### src/rtl/mtfr_pkg.sv
`default_nettype none

package mtfr_pkg;

  localparam int CH_W = 3;
  localparam int RD_W = 14;
  localparam int IT_W = 12;
  localparam int ST_W = 3;
  localparam int RT_W = 16;
  localparam int FR_W = 32;

  localparam logic [RT_W-1:0] RT_RESET    = 16'd100;
  localparam logic [RT_W-1:0] ELAPSED_MAX = 16'hFFFF;

  // converter frame layout
  localparam int RD_LSB  = 18;
  localparam int RD_MSB  = 31;
  localparam int FLT_BIT = 16;
  localparam int IT_LSB  = 4;
  localparam int IT_MSB  = 15;
  localparam int SCV_BIT = 2;
  localparam int SCG_BIT = 1;
  localparam int OC_BIT  = 0;

  typedef enum logic [ST_W-1:0] {
    ST_OK           = 3'd0,
    ST_STALE        = 3'd1,
    ST_FAULT        = 3'd2,
    ST_SHORT_SUPPLY = 3'd3,
    ST_SHORT_GROUND = 3'd4,
    ST_OPEN         = 3'd5
  } status_t;

  typedef enum logic {
    FUNC_TICK = 1'b0,
    FUNC_READ = 1'b1
  } func_t;

  typedef struct packed {
    logic            rd_en;
    logic [CH_W-1:0] rd_addr;
    logic            wr_en;
    logic [CH_W-1:0] wr_addr;
    logic [RD_W-1:0] wr_data;
  } cache_req_t;

  // open beats short to ground beats short to supply beats generic fault
  function automatic status_t fault_code(input logic [FR_W-1:0] frame);
    status_t st;
    if (frame[OC_BIT]) begin
      st = ST_OPEN;
    end else if (frame[SCG_BIT]) begin
      st = ST_SHORT_GROUND;
    end else if (frame[SCV_BIT]) begin
      st = ST_SHORT_SUPPLY;
    end else if (frame[FLT_BIT]) begin
      st = ST_FAULT;
    end else begin
      st = ST_OK;
    end
    return st;
  endfunction

endpackage

`default_nettype wire

### src/rtl/mtfr_cache.sv
`default_nettype none

module mtfr_cache #(
  parameter int CHANNELS = 8
) (
  input  wire logic                     clk,
  input  wire logic                     rst_n,
  input  wire mtfr_pkg::cache_req_t     req,
  output logic [mtfr_pkg::RD_W-1:0]     rd_data
);
  import mtfr_pkg::*;

  localparam int AW = (CHANNELS > 1) ? $clog2(CHANNELS) : 1;
  localparam logic [CH_W:0] CH_LIM = (CH_W+1)'(CHANNELS);

  logic [RD_W-1:0]     mem [CHANNELS];
  logic [CHANNELS-1:0] vld_r;
  logic [RD_W-1:0]     q_r;
  logic                qv_r;

  always_ff @(posedge clk) begin
    if (req.wr_en) begin
      mem[req.wr_addr[AW-1:0]] <= req.wr_data;
    end
    if (req.rd_en) begin
      q_r <= mem[req.rd_addr[AW-1:0]];
    end
  end

  // entries never written read as zero
  always_ff @(posedge clk) begin
    if (!rst_n) begin
      vld_r <= '0;
      qv_r  <= 1'b0;
    end else begin
      if (req.rd_en) begin
        qv_r <= vld_r[req.rd_addr[AW-1:0]];
      end
      if (req.wr_en) begin
        vld_r[req.wr_addr[AW-1:0]] <= 1'b1;
      end
    end
  end

  assign rd_data = qv_r ? q_r : '0;

`ifndef ASSERT_OFF
  a_wr_range: assert property (@(posedge clk) disable iff (!rst_n)
    req.wr_en |-> ({1'b0, req.wr_addr} < CH_LIM))
    else $error("cache write beyond channel count");

  a_rd_range: assert property (@(posedge clk) disable iff (!rst_n)
    req.rd_en |-> ({1'b0, req.rd_addr} < CH_LIM))
    else $error("cache read beyond channel count");

  a_wr_marks: assert property (@(posedge clk) disable iff (!rst_n)
    req.wr_en |=> vld_r[$past(req.wr_addr[AW-1:0])])
    else $error("written entry not marked valid");
`endif

endmodule

`default_nettype wire

### src/rtl/mux_thermocouple_frame_reader.sv
`default_nettype none

// channel  dir  handshake      payload
// in_      in   valid / stall  func, channel, frame
// out_     out  valid / stall  reading, internal_temp, status, mux_select, restarted
// cfg_     in   valid / ready  settle_ticks
//
// One transaction per cycle while in_stall is low; a read result appears in the cycle after acceptance.
// The per-channel cache is a one-port-read, one-port-write RAM read in the accept cycle.
// Tick transactions give no result. cfg_ready is always high.
// rst_n is synchronous; the cache reads as zero until each entry is written.
// in_stall is high only while a result sits in the output register and out_stall holds it.

module mux_thermocouple_frame_reader #(
  parameter int CHANNELS = 8
) (
  input  wire logic                              clk,
  input  wire logic                              rst_n,
  input  wire logic                              in_valid,
  output logic                                   in_stall,
  input  wire logic                              in_func,
  input  wire logic [mtfr_pkg::CH_W-1:0]         in_channel,
  input  wire logic [mtfr_pkg::FR_W-1:0]         in_frame,
  output logic                                   out_valid,
  input  wire logic                              out_stall,
  output logic signed [mtfr_pkg::RD_W-1:0]       out_reading,
  output logic signed [mtfr_pkg::IT_W-1:0]       out_internal_temp,
  output logic [mtfr_pkg::ST_W-1:0]              out_status,
  output logic [mtfr_pkg::CH_W-1:0]              out_mux_select,
  output logic                                   out_restarted,
  input  wire logic                              cfg_valid,
  output logic                                   cfg_ready,
  input  wire logic [mtfr_pkg::RT_W-1:0]         cfg_settle_ticks
);
  import mtfr_pkg::*;

  localparam logic [CH_W:0]   CH_LIM = (CH_W+1)'(CHANNELS);
  localparam logic [CH_W-1:0] CH_MAX = CH_W'(CHANNELS - 1);

  logic [RT_W-1:0] resp_r;
  logic [RT_W-1:0] elapsed_r, elapsed_nxt;
  logic [CH_W-1:0] act_ch_r, act_ch_nxt;
  logic            read_done_r, read_done_nxt;
  logic [IT_W-1:0] cached_int_r, cached_int_nxt;

  logic            out_valid_r;
  logic            stale_r;
  logic [RD_W-1:0] reading_r;
  logic [IT_W-1:0] int_r;
  status_t         status_r;
  logic [CH_W-1:0] mux_r;
  logic            restarted_r;

  logic            acc, rd_acc, tick_acc;
  logic [CH_W-1:0] ch_cl;
  logic            restart, fresh, ok;
  status_t         flt;
  cache_req_t      creq;
  logic [RD_W-1:0] cache_q;

  assign in_stall  = out_valid_r & out_stall;
  assign acc       = in_valid & ~in_stall;
  assign rd_acc    = acc & (func_t'(in_func) == FUNC_READ);
  assign tick_acc  = acc & (func_t'(in_func) == FUNC_TICK);
  assign cfg_ready = 1'b1;

  assign ch_cl   = ({1'b0, in_channel} >= CH_LIM) ? CH_MAX : in_channel;
  assign restart = read_done_r | (ch_cl != act_ch_r);
  // a restart zeroes the elapsed count, and the restarting read itself is always stale
  assign fresh   = ~restart & (elapsed_r > resp_r);
  assign flt     = fault_code(in_frame);
  assign ok      = fresh & (flt == ST_OK);

  always_comb begin
    elapsed_nxt    = elapsed_r;
    act_ch_nxt     = act_ch_r;
    read_done_nxt  = read_done_r;
    cached_int_nxt = cached_int_r;
    if (tick_acc && elapsed_r != ELAPSED_MAX) begin
      elapsed_nxt = elapsed_r + RT_W'(1);
    end
    if (rd_acc) begin
      read_done_nxt = ok;
      if (restart) begin
        elapsed_nxt = '0;
        act_ch_nxt  = ch_cl;
      end
      if (ok) begin
        cached_int_nxt = in_frame[IT_MSB:IT_LSB];
      end
    end
  end

  always_comb begin
    creq.rd_en   = rd_acc;
    creq.rd_addr = ch_cl;
    creq.wr_en   = rd_acc & ok;
    creq.wr_addr = ch_cl;
    creq.wr_data = in_frame[RD_MSB:RD_LSB];
  end

  mtfr_cache #(
    .CHANNELS (CHANNELS)
  ) u_cache (
    .clk     (clk),
    .rst_n   (rst_n),
    .req     (creq),
    .rd_data (cache_q)
  );

  always_ff @(posedge clk) begin
    if (!rst_n) begin
      resp_r       <= RT_RESET;
      elapsed_r    <= '0;
      act_ch_r     <= '0;
      read_done_r  <= 1'b0;
      cached_int_r <= '0;
      out_valid_r  <= 1'b0;
    end else begin
      if (cfg_valid && cfg_ready) begin
        resp_r <= cfg_settle_ticks;
      end
      elapsed_r    <= elapsed_nxt;
      act_ch_r     <= act_ch_nxt;
      read_done_r  <= read_done_nxt;
      cached_int_r <= cached_int_nxt;
      if (rd_acc) begin
        out_valid_r <= 1'b1;
      end else if (!out_stall) begin
        out_valid_r <= 1'b0;
      end
    end
  end

  always_ff @(posedge clk) begin
    if (rd_acc) begin
      stale_r     <= ~fresh;
      status_r    <= fresh ? flt : ST_STALE;
      reading_r   <= ok ? in_frame[RD_MSB:RD_LSB] : '0;
      int_r       <= fresh ? (ok ? in_frame[IT_MSB:IT_LSB] : '0) : cached_int_r;
      mux_r       <= ch_cl;
      restarted_r <= restart;
    end
  end

  assign out_valid         = out_valid_r;
  assign out_reading       = stale_r ? cache_q : reading_r;
  assign out_internal_temp = int_r;
  assign out_status        = status_r;
  assign out_mux_select    = mux_r;
  assign out_restarted     = restarted_r;

`ifndef ASSERT_OFF
  a_restart_clears: assert property (@(posedge clk) disable iff (!rst_n)
    (rd_acc && restart) |=> (elapsed_r == '0))
    else $error("restart did not clear elapsed count");

  a_restart_stale: assert property (@(posedge clk) disable iff (!rst_n)
    (out_valid_r && restarted_r) |-> (status_r == ST_STALE))
    else $error("restarted read not reported stale");

  a_done_from_write: assert property (@(posedge clk) disable iff (!rst_n)
    $rose(read_done_r) |-> $past(creq.wr_en))
    else $error("read marked done without cache update");

  a_mux_follows: assert property (@(posedge clk) disable iff (!rst_n)
    $past(rd_acc) |-> (mux_r == act_ch_r))
    else $error("reported mux select differs from active channel");
`endif

endmodule

`default_nettype wire

### config.mk
export PLATFORM = sky130hd
export DESIGN_NAME = mux_thermocouple_frame_reader
export DESIGN_NICKNAME = d
export VERILOG_FILES = /design/src/rtl/mtfr_pkg.sv /design/src/rtl/mtfr_cache.sv /design/src/rtl/mux_thermocouple_frame_reader.sv
export SDC_FILE = /design/constraint.sdc
export NUM_CORES = 1
export LEC_CHECK = 0
export ABC_AREA = 1
export BUFFER_PORTS_ARGS = -buffer_cell sky130_fd_sc_hd__buf_4
export CORE_MARGIN = 2
export CORE_UTILIZATION = 51
export CTS_CLUSTER_DIAMETER = 80
export DETAILED_ROUTE_END_ITERATION = 10
export PLACE_DENSITY = 0.7
export SYNTH_ARGS = -nofsm -noshare
export SYNTH_HDL_FRONTEND = slang
export SYNTH_HIERARCHICAL = 1
export SYNTH_SLANG_ARGS = --single-unit
export TNS_END_PERCENT = 20
### constraint.sdc
create_clock -name clk -period 4.78 [get_ports clk]
set_input_delay 0.478 -clock clk [delete_from_list [all_inputs] [get_ports clk]]
set_output_delay 0.478 -clock clk [all_outputs]
set_load 0.1 [all_outputs]
==> run summary <==
Syn Std Cell Area -> 9334 um^2
RSZ-0062 raised after global routing -> false
core footprint -> 17960 um^2
number of DRC markers in iteration 0 -> 408
Mean Syn Cell Area -> 10.49 um^2
fin. max-slew vios -> 0
post-synthesis xor/xnor area fraction -> 0.9383%
width of the die -> 139.3 um
critical path type -> reg2reg
multi-input logic area -> 2723 um^2
n_diodes -> 0
DR pass1 iterations -> 7
number of synthesized register bits -> 218
routed via count -> 6225
worst min path class -> in2reg
Layout area overhead -> 15.75%
Synth Area in Compound Gates -> 9.826%
FF/Latch Area -> 5966 um^2
port bufs -> 89
fmax -> 0.3166 GHz
CTS resizes -> 0
# H-tree levels -> 1
post-synthesis adder-cell area fraction -> 2.279%
Residual DRC -> 0
TritonCTS Sinks -> 218
vias per std cell -> 5.115
vias in the first global route -> 5976
Die Y-Extent -> 139.3 um
Post-synth EDFFs -> 160
Worst setup EP type -> register
drt wl/cell -> 15.60 um
Synth Net Count -> 964
Net Sw Power -> 0.0009072 W
Final Cycle Share -> 66.07%
global placement routability congestion -> 0.7687
Inst Count DP -> 1180
cts hold-fix bufs -> 0
post-synth cell types -> 41
CP Data Required Time -> 4970 ps
Num CTS Buffers -> 23
cell count after synthesis -> 890
pwr/cell area -> 370.9 nW/um^2
Critical Path AT -> 3350 ps
CP Max Fanout -> 26
Reg power frac -> 51.7%
fraction of the mapped netlist area in simple logic gates -> 14.40%
final instance area -> 10800 um^2
sequential area share after synthesis -> 63.91%
Combinational Power Share -> 8.1%
Total GRT Usage -> 19.24%
post-CTS setup repair buffer count -> 0
Fin Clk Skew -> 8.736 ps
outcome -> complete, no violations
CTS tree -> built
hpwl dp -> 11590 um
post-synthesis mux area share -> 1.689%
Leak -> 4.348 nW
switch share -> 22.64%
synth warn -> 6
CTS root buf -> clkbuf_16
Worst Max-Slew Pin Slew -> 861.3 ps
ys async rst share -> 0%
clock buffer depth -> 3
clock group share of total power -> 40.2%
Max VDD drop -> 0.2636 mV
overall die area -> 19400 um^2
Initial Utilization -> 51.96%
Total Nets Final -> 1050
relative slew slack -> 42.58%
fillcell total -> 1486
max-cap violation count -> 0
first-pass GRT wire length -> 29930 um
most frequent cells in the layout -> edfxtp_1 (160), nor2_1 (134), nand2_1 (124)
Fin Setup TNS -> 0 ps
placed inst area -> 10140 um^2
Antenna Violating Nets Remaining -> 0
gr ovfl total -> 0
largest family of logic cells by synthesized area -> simple AND/OR/NAND/NOR gates
I/O pin cnt -> 93
Clock transition at path regs -> 60 ps
detailed-route wire length -> 18990 um
Clk Latency, worst-skew pair -> 500 ps
Hold Fails Final Rpt -> 0
Worst Setup Start Kind -> register
ys flop type -> edfxtp_1
pin count of the biggest net entering global routing -> 68
internal power -> 0.003100 W
ratio of cells with drive above 1 in the final layout -> 16.90%
commonest non-fill, non-tap cell in the layout -> edfxtp_1
initial antenna violation count -> 1
row count -> 49
Final min period -> 3158 ps
final non-filler cell total -> 1217
setup violators final -> 0
==> area by class of cell <==
cell class / instances / area share (%)
clock buffers: 32 / 5.732
clock inverters: 5 / 0.4401
inverters: 109 / 3.810
multi-input cells: 524 / 25.20
flip-flops and latches: 218 / 55.22
well taps: 229 / 2.652
repair buffers: 100 / 6.948
==> power groups by stage <==
stage                     sequential [W]  clock (W)  combinational [W]
after detailed placement         0.00211          0           0.000325
final                            0.00207    0.00161           0.000325
after CTS                        0.00207    0.00164           0.000327
after floorplan                  0.00215          0           0.000184
after global routing             0.00207    0.00172           0.000355
after global placement           0.00211          0           0.000321
==> per-stage QoR <==
stage / power (W) / hold WS [ps] / setup WS [ps] / utilization (%)
finish: 0.004007 / 203.9 / 1622 / 60.14
global route: 0.004146 / 206.6 / 1344 / 60.14
CTS: 0.004041 / 191.8 / 1570 / 60.14
detailed placement: 0.002437 / 455.1 / 1271 / 56.43
global placement: 0.002431 / 449.4 / 1324 / 56.43
floorplan: 0.002334 / 435.5 / 940.2 / -
==> synth_stat cells, types with 2 or more instances <==
library cell / count / area, um^2
a21oi_1: 30 / 150.1
a21oi_2: 2 / 17.52
buf_2: 13 / 65.06
buf_4: 8 / 60.06
buf_6: 5 / 56.30
clkbuf_1: 10 / 37.54
clkbuf_2: 3 / 15.01
dfxtp_1: 58 / 1161
edfxtp_1: 160 / 4805
ha_1: 17 / 212.7
inv_1: 105 / 394.1
inv_2: 2 / 7.510
mux2_2: 14 / 157.7
nand2_1: 124 / 465.5
nand3_1: 26 / 130.1
nand3b_1: 2 / 15.01
nand4_1: 2 / 12.51
nor2_1: 134 / 503.0
nor2_2: 12 / 75.07
nor3_1: 5 / 25.02
nor3_4: 2 / 32.53
o21ai_0: 77 / 385.4
o21ai_1: 14 / 70.07
o21bai_1: 13 / 97.59
o22ai_1: 28 / 175.2
xnor2_1: 4 / 35.03
xor2_1: 6 / 52.55
==> flip-flops by register name, summed over array words and instances, names as in the netlist, 3 cells and up <==
name,flops
u_cache/mem,112
elapsed_r,16
act_ch_r,3
resp_r,16
out_status,3
cached_int_r,12
u_cache/q_r,14
out_mux_select,3
reading_r,14
out_internal_temp,12
u_cache/vld_r,8
==> cells by family (layout without fill, tap and decap cells) <==
family,count (synthesis),count (layout)
AOI/OAI and AO/OA,167,167
xor gates and xnor gates,10,10
adders and majority gates,17,17
buffers and inverters,148,246
DFF,218,218
muxes,14,14
other,1,1
and+or+nand+nor,315,315
==> layer usage <==
layer  up-vias  share of wire, %  GRT usage (%)
li1       3159                 -              -
met1      2893                46          25.49
met2       134                47          32.12
met3        37               4.8          3.269
met4         2               2.6          7.071
met5         -             0.068              0
==> worst paths after layout <==
check / startpoint / endpoint / slack (ps) / depth (start not counted)
worst max register to register: resp_r[15]$_SDFFE_PN0P_ / u_cache/mem[5][13]$_DFFE_PP_ / 1620 / 13
worst max-delay path: resp_r[15]$_SDFFE_PN0P_ / u_cache/mem[5][13]$_DFFE_PP_ / 1620 / 13
worst min-delay path: cfg_settle_ticks[5] / resp_r[5]$_SDFFE_PN1P_ / 200 / 3
worst min register to register: resp_r[9]$_SDFFE_PN0P_ / resp_r[9]$_SDFFE_PN0P_ / 460 / 2
==> worst max-delay path, cell delays in order, from the launching register on <==
cell and delay (ps):
dfxtp_1 310, inv_1 50, ha_1 290, nand2_1 60
nor2_1 150, nand2_1 120, inv_1 80, nand2_1 50
nand2_1 130, nand4_4 320, inv_1 220, nand2_1 130
nor2_1 600, buf_4 340
(Power assumes the default switching activity.)
